[config.mk]
export PLATFORM = sky130hd
export DESIGN_NAME = erm_ctrl
export DESIGN_NICKNAME = d
export VERILOG_FILES = /design/src/hw/rtl/erm_pkg.sv /design/src/hw/rtl/erm_ctrl.sv
export SDC_FILE = /design/constraint.sdc
export NUM_CORES = 1
export LEC_CHECK = 0
export BUFFER_PORTS_ARGS = -buffer_cell sky130_fd_sc_hd__buf_4
export CELL_PAD_IN_SITES_DETAIL_PLACEMENT = 0
export CELL_PAD_IN_SITES_GLOBAL_PLACEMENT = 1
export CORE_AREA = 5 5 48 50
export CTS_CLUSTER_DIAMETER = 40
export DETAILED_ROUTE_END_ITERATION = 7
export DIE_AREA = 0 0 53 55
export PLACE_DENSITY = 0.73
export SLEW_MARGIN = 30
export SYNTH_ARGS = -nofsm -noshare
export SYNTH_HDL_FRONTEND = slang
export SYNTH_SLANG_ARGS = --single-unit
[constraint.sdc]
create_clock -name clk -period 1.38 [get_ports clk]
set_input_delay 0 -clock clk [delete_from_list [all_inputs] [get_ports clk]]
set_output_delay 0 -clock clk [all_outputs]
set_load 0.01 [all_outputs]
[src/hw/rtl/erm_pkg.sv]
// ----------------------------------------------------------------------------
// erm_pkg
// Shared constants, state encoding and controller/datapath interface types
// for the extent range map read block.
// ----------------------------------------------------------------------------
package erm_pkg;

  localparam int MAX_ENTRIES = 256;
  localparam int MAX_SEGS    = 16;
  localparam int BLK_W       = 48;
  localparam int LEN_BITS    = 32;
  localparam int IDX_W       = $clog2(MAX_ENTRIES);
  localparam int N_W         = $clog2(MAX_ENTRIES + 1);
  localparam int SEG_W       = $clog2(MAX_SEGS + 1);

  localparam logic OP_LOAD  = 1'b0;
  localparam logic OP_QUERY = 1'b1;

  typedef enum logic [3:0] {
    ST_IDLE,
    ST_SCAN_RD,
    ST_SCAN_CMP,
    ST_EXT_RD0,
    ST_EXT_LD0,
    ST_EXT_ADJ,
    ST_EXT_RD,
    ST_EXT_DIST,
    ST_EXT_EMIT,
    ST_TAIL,
    ST_TAIL_EMIT,
    ST_FINISH
  } state_t;

  typedef struct packed {
    logic load_wr;
    logic query_start;
    logic addr_scan;
    logic scan_step;
    logic ext_load;
    logic ext_adjust;
    logic ext_dist;
    logic ext_emit;
    logic tail_prep;
    logic tail_emit;
    logic finish;
  } ctrl_cmd_t;

  typedef struct packed {
    logic op_query;
    logic query_room_zero;
    logic query_n_zero;
    logic scan_eq;
    logic scan_lt;
    logic scan_first;
    logic scan_last;
    logic ext_more;
    logic tail_ok;
  } ctrl_status_t;

endpackage

[src/hw/rtl/erm_ctrl.sv]
// ----------------------------------------------------------------------------
// erm_ctrl
// Sequencer for loads and range queries: table scan, extent segments,
// tail hole and final result.
// ----------------------------------------------------------------------------
module erm_ctrl (
  input  logic                  clk,
  input  logic                  rst,
  input  logic                  start,
  input  erm_pkg::ctrl_status_t status,
  output erm_pkg::ctrl_cmd_t    cmd,
  output logic                  busy
);

  erm_pkg::state_t state;
  erm_pkg::state_t state_next;

  always_ff @(posedge clk) begin
    if (rst) begin
      state <= erm_pkg::ST_IDLE;
    end else begin
      state <= state_next;
    end
  end

  always_comb begin
    state_next = state;
    case (state)
      erm_pkg::ST_IDLE: begin
        if (start && status.op_query) begin
          if (status.query_room_zero) begin
            state_next = erm_pkg::ST_FINISH;
          end else if (status.query_n_zero) begin
            state_next = erm_pkg::ST_TAIL;
          end else begin
            state_next = erm_pkg::ST_SCAN_RD;
          end
        end
      end
      erm_pkg::ST_SCAN_RD: state_next = erm_pkg::ST_SCAN_CMP;
      erm_pkg::ST_SCAN_CMP: begin
        if (status.scan_eq) begin
          state_next = status.scan_last ? erm_pkg::ST_TAIL : erm_pkg::ST_EXT_RD0;
        end else if (status.scan_lt) begin
          state_next = status.scan_first ? erm_pkg::ST_TAIL : erm_pkg::ST_EXT_RD0;
        end else if (status.scan_last) begin
          state_next = erm_pkg::ST_TAIL;
        end else begin
          state_next = erm_pkg::ST_SCAN_RD;
        end
      end
      erm_pkg::ST_EXT_RD0:  state_next = erm_pkg::ST_EXT_LD0;
      erm_pkg::ST_EXT_LD0:  state_next = erm_pkg::ST_EXT_ADJ;
      erm_pkg::ST_EXT_ADJ:  state_next = erm_pkg::ST_EXT_DIST;
      erm_pkg::ST_EXT_RD:   state_next = erm_pkg::ST_EXT_DIST;
      erm_pkg::ST_EXT_DIST: state_next = erm_pkg::ST_EXT_EMIT;
      erm_pkg::ST_EXT_EMIT: begin
        state_next = status.ext_more ? erm_pkg::ST_EXT_RD : erm_pkg::ST_TAIL;
      end
      erm_pkg::ST_TAIL:      state_next = erm_pkg::ST_TAIL_EMIT;
      erm_pkg::ST_TAIL_EMIT: state_next = erm_pkg::ST_FINISH;
      erm_pkg::ST_FINISH:    state_next = erm_pkg::ST_IDLE;
      default:               state_next = erm_pkg::ST_IDLE;
    endcase
  end

  always_comb begin
    cmd  = '0;
    busy = 1'b1;
    case (state)
      erm_pkg::ST_IDLE: begin
        busy            = 1'b0;
        cmd.load_wr     = start && !status.op_query;
        cmd.query_start = start && status.op_query;
      end
      erm_pkg::ST_SCAN_RD:   cmd.addr_scan  = 1'b1;
      erm_pkg::ST_SCAN_CMP:  cmd.scan_step  = 1'b1;
      erm_pkg::ST_EXT_RD0:   cmd.addr_scan  = 1'b0;
      erm_pkg::ST_EXT_LD0:   cmd.ext_load   = 1'b1;
      erm_pkg::ST_EXT_ADJ:   cmd.ext_adjust = 1'b1;
      erm_pkg::ST_EXT_RD:    cmd.addr_scan  = 1'b0;
      erm_pkg::ST_EXT_DIST:  cmd.ext_dist   = 1'b1;
      erm_pkg::ST_EXT_EMIT:  cmd.ext_emit   = 1'b1;
      erm_pkg::ST_TAIL:      cmd.tail_prep  = 1'b1;
      erm_pkg::ST_TAIL_EMIT: cmd.tail_emit  = 1'b1;
      erm_pkg::ST_FINISH:    cmd.finish     = 1'b1;
      default:               cmd            = '0;
    endcase
  end

endmodule

# Word-level counts from Yosys, hierarchy flattened
# Cells that the tools add are included.
[word_totals] regBits=4 out_inout_bits=12 wordCells=39
[classes] n_eq_ne=12 mux=21 reduce_logical=5
[ops] cell="4-bit one-hot mux with 10 select lines" n=1
[ops] cell="4-bit 2-to-1 mux" n=9
[ops] cell="4-bit by 3-bit == test with 1-bit output, second input constant" n=4
[ops] cell="4-bit == test, second input constant" n=4
[ops] cell="1-bit 2-to-1 mux" n=10
[ops] cell="4-bit by 2-bit == test with 1-bit output, second input constant" n=2
[ops] cell="4-bit by 1-bit == test with 1-bit output, second input constant" n=1
[ops] cell="4-bit zero test" n=1
[ops] cell="1-bit logical AND" n=2
[ops] cell="2-bit 2-to-1 mux" n=1
[ops] cell="2-bit inequality test, second input constant" n=1
[ops] cell="2-bit OR reduction" n=1
[ops] cell="1-bit zero test" n=1

# Longest topological paths before layout
# Gate-level depths: netlist of the first run.
[logic_depth] word_depth=4 depth_mapped=6 mapped_depth_nobuf=5

# Least setup slack after synthesis of the first run
# Ideal clock, no wire load.
[synth_path] kind="flip-flop to flip-flop" startpoint="reg state[2]" endpoint="reg state[3]" setup_ps=128 arrival_time_ps=1126 setup_slack_ps=126 stages_incl_launch_ff=7 n_path_buf=1 period_less_slack_ps=1254 path_cell_list="dfxtp_1 > clkbuf_2 > nor4_2 > inv_2 > a21oi_1 > or3_4 > a31oi_2"
[synth_between] elab_chain_len=3 word_cells_on_any_way=14
[synth_lines] item="from (decl)" line="erm_ctrl.sv:15" text="erm_pkg::state_t state;"
[synth_lines] item="from (signal assigned)" line="erm_ctrl.sv:20" text="state <= erm_pkg::ST_IDLE;"
[synth_lines] item="from (signal assigned)" line="erm_ctrl.sv:22" text="state <= state_next;"
[synth_lines] item="4-bit by 3-bit == test with 1-bit output" line="erm_ctrl.sv:28" text="case (state)"
[synth_lines] item="2-bit OR reduction (no line)"
[synth_lines] item="4-bit one-hot mux with 10 select lines" line="erm_ctrl.sv:28"
# Several ways; a longest one is shown, not always the timed one.
# A chain may end at the register's enable or synchronous reset.

==> metrics.md, run 1 <==
| Metric | Value |
|---|---|
| Outcome | `finished, final reports clean` |
| Number of violations reported at the end of detailed-routing iteration 0 | `7` |
| TritonCTS clock tree | `built` |
| Worst slew margin relative to its limit | `71.8%` |
| Max Cap Viol | `0` |
| Start point of the worst min-delay path | `rst` |
| Clock latency reported for the late side of the worst-skew pair | `0.24 ns` |
| Cell depth of the worst flop-to-flop path | `5` |
| Clock root buffer | `clkbuf_4` |
| Total routing usage reported by global routing | `10.2%` |
| Post-layout minimum cycle time | `1.35 ns` |
| Vert. Die Dim | `55 um` |
| Number of failing setup endpoints in the final timing report | `0` |
| Nets | `114` |
| Async set-or-reset flop fraction in the synthesized netlist | `0%` |
| Count of input and output buffers | `22` |
| Total power | `1.23 mW` |
| FMAX | `743 MHz` |
| Fin Clk Skew | `0.00461 ns` |
| Hold Vio Cnt, Final | `0` |
| Most repeated cell in the gate-level netlist after synthesis | `nor2_1` |
| Clock sink count | `4` |
| Detail Route met3 WL | `42 um` |
| Crit-path cells | `nor4_4 -> buf_4 -> and3_4 -> buf_6` |
| Avg WL per Cell | `10.5 um` |
| RSZ-0062 raised after global routing | `true` |
| M1 WL | `515 um` |
| Top routing layer in use | `met4` |
| Worst Hold Class | `in -> reg` |
| Path type of the worst setup path | `reg -> out` |
| Number of flip-flops in the largest register | `4` |
| Yosys reg bits | `4` |
| Crit path launch type | `flop` |
| CP startpoint | `state[1]` |
| Area of the core | `0.00186 mm2` |
| Biggest register | `state` |
| DRC violations left | `0` |
| Maximum number of pins on one net before global-route repair | `11` |
| Placed Instance Area | `674 um2` |
| Die X | `53 um` |
| Cts-stage hold buffer count | `0` |
| Aggregate routed wire length | `1.33 mm` |
| Area delta synth->final | `77.3%` |
| Total I/O pin count | `24` |
| Req. time, crit path | `1.38 ns` |
| Total number of H-tree levels | `1` |
| Hold slack | `0.0354 ns` |
| Maximum fanout along the worst path | `4` |
| HPWL after detailed placement | `1.07 mm` |
| First-pass DRT Iterations | `4` |
| Area share of the leading cell type in the synthesized netlist | `18.9%` |
| Library cell contributing the largest single delay on the critical path | `dfxtp_4` |
| Leakage dissipation | `0.335 nW` |
| Dominant synthesized flop cell | `dfxtp_1` |
| Setup crit end kind | `primary output` |
| Share of the clock period used by the worst path after layout | `97.5%` |
| Regs by FF count | `state x4` |
| Mapped Cells | `67` |
| Number of distinct standard cells referenced by the synthesized netlist | `26` |
| Reg2reg start | `state[1]` |
| Non-filler cells in the finished layout | `127` |
| Reg clk slew, reported paths | `0.04 ns` |
| Syn Area/Cell | `6.33 um2` |
| Slew at the pin with the worst max-slew slack | `0.413 ns` |
| Detail Route met2 WL | `757 um` |
| Cell accounting for the most synthesized area | `dfxtp_1` |
| Final design instance area without fill | `752 um2` |
| Top cells by area, synth | `dfxtp_1 19%, o21ai_0 9.4%, nor2_1 8.8%, a21oi_1 8.3%, nor3_1 7.1%` |
| Data arrival time of the worst path | `1.35 ns` |
| Wire length of the first global-routing pass | `2.16 mm` |
| Utilization after layout | `40.4%` |
| Number of enable-type register cells in the synthesized netlist | `0` |
| Via count of the first global-routing pass | `553` |
| Dpl cells | `121` |
| Cell row count | `16` |
| Post-synthesis sequential area ratio | `18.9%` |
| Maximum buffer depth of the clock tree | `2` |
| Average vias per placed instance | `4.65` |
| Post-Syn Nets | `79` |
| YS warnings | `0` |
| Weighted congestion at the end of routability-driven global placement | `0.680` |
| Starting density of the core | `22.8%` |
| Area of the mapped netlist | `424 um2` |
| Final antenna diode count | `0` |
| Detail Route Antenna Nets | `0` |
| Vias | `590` |
| Slew Viols, Final | `0` |
| Power density over the cells | `1630 mW/mm2` |
| Number of instances on the worst hold path | `3` |
| Proportion of layout cells with a drive suffix above 1 | `49.0%` |
| Slowest stage delay, CP | `0.35 ns` |
| Number of antenna violations at the first check in global routing | `0` |
| Commonest cells in the synthesized netlist | `10 x nor2_1, 8 x o21ai_0, 7 x a21oi_1` |
| Total gr overflow | `0` |
| Total clock buffers created by CTS | `3` |
| Area of the die | `0.00292 mm2` |
| Worst IR drop on VDD | `0.000715 V` |
cell families after synthesis:
family / count (synthesis) / synth area share, %
AND/OR/NAND/NOR: 34 / 43.7
buffers and inverters: 10 / 10.0
flip-flops: 4 / 18.9
multiplexers: 1 / 2.65
AO/OA/AOI/OAI: 18 / 24.8
metrics by stage:
| step | setup WS, ns | setup TNS [ns] |
|---|---|---|
| 2_1_floorplan | 0.126 | 0 |
| 5_1_grt | -0.0416 | -0.0802 |
| 4_1_cts | 0.0116 | 0 |
| 6_report | 0.0347 | 0 |
| 3_3_place_gp | 0.0867 | 0 |
| 3_5_place_dp | 0.0627 | 0 |
final timing paths:
check              to  slack (ns)
min reg2reg  state[3]        0.58
max reg2reg  state[3]        0.12
max            cmd[9]        0.03
min          state[3]        0.04
power breakdown:
group          internal [mW]  switching, mW  leakage (nW)
Clock                 0.0977         0.0537        0.0138
Sequential             0.167         0.0673        0.0350
Combinational          0.455          0.386         0.286
per-layer routing:
layer  global-route usage [%]  vias up
li1                         -      301
met1                     9.41      272
met2                     20.7       14
met3                     3.22        3
met4                     3.83        0
met5                        0        -
critical path, delay by kind of cell (launching register included):
family | cells | cell delay, ns
simple gates | 2 | 0.49
flops | 1 | 0.35
buf+inv | 2 | 0.26
cell type report:
cell class / instances / area [um2]
fill: 203 / 1110
multi-input combinational: 53 / 320
tap: 27 / 33.8
timing repair buffer: 35 / 267
clock buffer: 3 / 22.5
inverter: 5 / 18.8
sequential: 4 / 90.1
what timing repair did:
| action | CTS | global route |
|---|---|---|
| setup buffers | 0 | 3 |
| gates resized for setup | 3 | 7 |
| pin swaps | 1 | 2 |
| setup endpoints to repair | 2 | 11 |
| cloned | 0 | 0 |
cells in the final DEF (no fill, tap or decap), types with 2 or more instances in the layout:
master     n
nor3_1     5
nand2_1    6
dfxtp_2    2
o21ai_0    8
clkbuf_4   3
inv_1      4
nor2_1    10
buf_4     34
a21oi_1    7
dfxtp_4    2
nand2b_1   2
No activity file was read; power rests on OpenSTA's default activity.
==> run 2, diff against run 1 <==
ABC_AREA = 1   (was unset)
CELL_PAD_IN_SITES_DETAIL_PLACEMENT = 1   (was 0)
CELL_PAD_IN_SITES_GLOBAL_PLACEMENT = 2   (was 1)
CORE_AREA = 5 5 65 49   (was 5 5 48 50)
DIE_AREA = 0 0 70 54   (was 0 0 53 55)
PLACE_DENSITY = 0.75   (was 0.73)
==> metrics.md, run 2 <==
| Metric | Value |
|---|---|
| Switching share of power | `51.7% (was 41.3%)` |
| Power density over the cells | `1960 mW/mm2 (was 1630 mW/mm2)` |
| Avg WL per Cell | `9.76 um (was 10.5 um)` |
| Slew Viols, Final | `0 (unchanged)` |
| Number of antenna violations at the first check in global routing | `0 (unchanged)` |
| Number of enable-type register cells in the synthesized netlist | `0 (unchanged)` |
| Post-synthesis sequential area ratio | `21.0% (was 18.9%)` |
| FMAX | `806 MHz (was 743 MHz)` |
| Maximum buffer depth of the clock tree | `2 (unchanged)` |
| Crit path launch type | `flop (unchanged)` |
| Gate power share | `67.7% (was 68.6%)` |
| Area of the core | `0.00260 mm2 (was 0.00186 mm2)` |
| Reg clk slew, reported paths | `0.04 ns (about the same)` |
| Total power | `1.26 mW (was 1.23 mW)` |
| Area share of the leading cell type in the synthesized netlist | `22.6% (was 18.9%)` |
| Wire length of the first global-routing pass | `2.38 mm (was 2.16 mm)` |
| Via count of the first global-routing pass | `575 (was 553)` |
| Fin Clk Skew | `0.00643 ns (was 0.00461 ns)` |
| Total number of H-tree levels | `1 (unchanged)` |
| Hold Vio Cnt, Final | `0 (unchanged)` |
| Fill cells | `358 (was 203)` |
| Share of power burned in registers | `20.5% (was 19.1%)` |
| Hold slack | `0.107 ns (was 0.0354 ns)` |
| Die X | `70 um (was 53 um)` |
| Leakage dissipation | `0.400 nW (was 0.335 nW)` |
| Detail Route Antenna Nets | `0 (unchanged)` |
| Total internal power | `0.608 mW (was 0.720 mW)` |
| Vias | `556 (was 590)` |
| Proportion of layout cells with a drive suffix above 1 | `27.9% (was 49.0%)` |
| Worst Hold Class | `in -> reg (unchanged)` |
| Number of distinct standard cells referenced by the synthesized netlist | `10 (was 26)` |
| Maximum number of pins on one net before global-route repair | `8 (was 11)` |
| First-pass DRT Iterations | `4 (unchanged)` |
| Library cell contributing the largest single delay on the critical path | `dfxtp_1 (was dfxtp_4)` |
| Maximum fanout along the worst path | `7 (was 4)` |
| Clock latency reported for the late side of the worst-skew pair | `0.24 ns (about the same)` |
| Crit-path cells | `nor2_4 -> nand2_1 -> nor3b_2 -> buf_4 (was nor4_4 -> buf_4 -> and3_4 -> buf_6)` |
| Nets | `118 (was 114)` |
| Aggregate routed wire length | `1.37 mm (was 1.33 mm)` |
| Commonest cells in the synthesized netlist | `23 x nand2_1, 18 x nor2_1, 17 x inv_1 (was 10 x nor2_1, 8 x o21ai_0, 7 x a21oi_1)` |
| Starting density of the core | `14.7% (was 22.8%)` |
| Post-CTS Setup Inserts | `0 (unchanged)` |
| Average vias per placed instance | `3.97 (was 4.65)` |
| Number of violations reported at the end of detailed-routing iteration 0 | `11 (was 7)` |
| Outcome | `finished, final reports clean (unchanged)` |
| Path type of the worst setup path | `reg -> out (unchanged)` |
| TritonCTS clock tree | `built (unchanged)` |
| Commonest cells after routing, fill and taps aside | `23 x nand2_1, 22 x buf_4, 17 x inv_1, 17 x nor2_1, 6 x nand3_1 (was 34 x buf_4, 10 x nor2_1, 8 x o21ai_0)` |
| Most frequent standard cell in the layout excluding fill and tap cells | `nand2_1 (was buf_4)` |
| Total I/O pin count | `24 (unchanged)` |
| Worst slew margin relative to its limit | `83.7% (was 71.8%)` |
| Dominant synthesized flop cell | `dfxtp_1 (unchanged)` |
| Share of total power in the clock network | `11.9% (was 12.3%)` |
| Post-Syn Nets | `90 (was 79)` |
| Req. time, crit path | `1.38 ns (about the same)` |
| Max Cap Viol | `0 (unchanged)` |
| Cell row count | `16 (unchanged)` |
| Area of the mapped netlist | `382 um2 (was 424 um2)` |
| Slew at the pin with the worst max-slew slack | `0.243 ns (was 0.413 ns)` |
| Regs by FF count | `state x4 (unchanged)` |
| Syn Area/Cell | `4.89 um2 (was 6.33 um2)` |
| Clock sink count | `4 (unchanged)` |
| Setup crit end kind | `primary output (unchanged)` |
| Most repeated cell in the gate-level netlist after synthesis | `nand2_1 (was nor2_1)` |
| Total clock buffers created by CTS | `3 (unchanged)` |
| Total gr overflow | `0 (unchanged)` |
| Top cells by area, synth | `nand2_1 23%, dfxtp_1 21%, nor2_1 18%, inv_1 17%, nand3_1 7.9% (was dfxtp_1 19%, o21ai_0 9.4%, nor2_1 8.8%, a21oi_1 8.3%, nor3_1 7.1%)` |
| Biggest register | `state (unchanged)` |
| Number of flip-flops in the largest register | `4 (unchanged)` |
| Yosys reg bits | `4 (unchanged)` |
| Area delta synth->final | `68.5% (was 77.3%)` |
| Worst IR drop on VDD | `0.000631 V (was 0.000715 V)` |
| Clock root buffer | `clkbuf_4 (unchanged)` |
| Cell accounting for the most synthesized area | `nand2_1 (was dfxtp_1)` |
| Count of input and output buffers | `22 (unchanged)` |
| RSZ-0062 raised after global routing | `false (was true)` |
| Slowest stage delay, CP | `0.37 ns (was 0.35 ns)` |
| Vert. Die Dim | `54 um (was 55 um)` |
| Mapped Cells | `78 (was 67)` |
| Number of failing setup endpoints in the final timing report | `0 (unchanged)` |
| Total routing usage reported by global routing | `8.14% (was 10.2%)` |
| YS warnings | `0 (unchanged)` |
| Final antenna diode count | `0 (unchanged)` |
| Share of the clock period used by the worst path after layout | `89.9% (was 97.5%)` |
| DRC violations left | `0 (unchanged)` |
| HPWL after detailed placement | `1.17 mm (was 1.07 mm)` |
| Net switching power figure | `0.650 mW (was 0.507 mW)` |
| Setup TNS | `0 ns (unchanged)` |
| Async set-or-reset flop fraction in the synthesized netlist | `0% (unchanged)` |
| Post-layout minimum cycle time | `1.24 ns (was 1.35 ns)` |
| Area of the die | `0.00378 mm2 (was 0.00292 mm2)` |
| Weighted congestion at the end of routability-driven global placement | `0.757 (was 0.680)` |
| Data arrival time of the worst path | `1.24 ns (was 1.35 ns)` |
## run 2: cell count changes in the layout (fill, tap and decap cells not counted), sizes merged, moves of 2 or more
cell / delta
nand2: +17
a21oi: -3
buf: -13
nand3: +5
nor2: +9
o21ai: -5
nand2b: -2
nor4: -2
inv: +12
nor3: -5
## run 2: per-layer routing
layer	routed length, um	share of wire (%)	track usage, %
met2	650	48	14.1
met5	0	0	0
met3	87	6.4	4.10
met4	8	0.59	1.91
met1	618	45	9.10
## run 2: timing repair
item                                    4_1_cts  5_1_grt
pin swaps                                     0        1
hold endpoints to repair                      1        0
endpoints found under the setup margin        1        3
resized for setup                             2        3
hold buffers                                  1        0
## run 2: power groups by stage
stage               clock (mW)  combinational [mW]  sequential (mW)
global route             0.166               0.985            0.271
CTS                      0.159               0.851            0.243
global placement             0               0.826            0.232
floorplan                    0               0.518            0.217
detailed placement           0               0.832            0.233
finish                   0.149               0.852            0.258
## run 2: stage by stage
stage	cell area, um2	instances	utilization [%]	setup WS [ns]
6_report	643	140	24.7	0.139
5_1_grt	643	140	24.7	0.0357
4_1_cts	632	140	24.3	0.0459
2_1_floorplan	382	78	-	0.291
3_5_place_dp	592	136	22.7	0.168
3_3_place_gp	592	136	22.7	0.167
## run 2: layout make-up
type,instances,area (um2),area share (%)
Multi-Input combinational cell,57,255,39.7
Clock buffer,3,22.5,3.50
Timing Repair Buffer,23,175,27.2
Sequential cell,4,81.3,12.6
Inverter,17,63.8,9.92
Tap cell,36,45.0,7.00
## run 2: path summary, 6_finish.rpt
path	start	end	slack, ns	depth (start not counted)
setup / recovery	state[1]	cmd[10]	0.14	4
hold / removal	status[1]	state[0]	0.11	4
setup reg to reg	state[1]	state[3]	0.16	7
hold reg to reg	state[3]	state[1]	0.68	3
## run 2: cell families (layout without fill, tap and decap cells)
family	Yosys count	in the layout	synth area share (%)
AO/OA/AOI/OAI	7	7	9.18
buffers and inverters	17	43	16.7
flip-flops	4	4	21.0
AND/OR/NAND/NOR	50	50	53.1
## run 2: critical path, delay by kind of cell, from the launching register on
| kind | cells | cell delay (ns) |
|---|---|---|
| buffers and inverters | 1 | 0.14 |
| AND/OR/NAND/NOR | 3 | 0.49 |
| flip-flops | 1 | 0.37 |
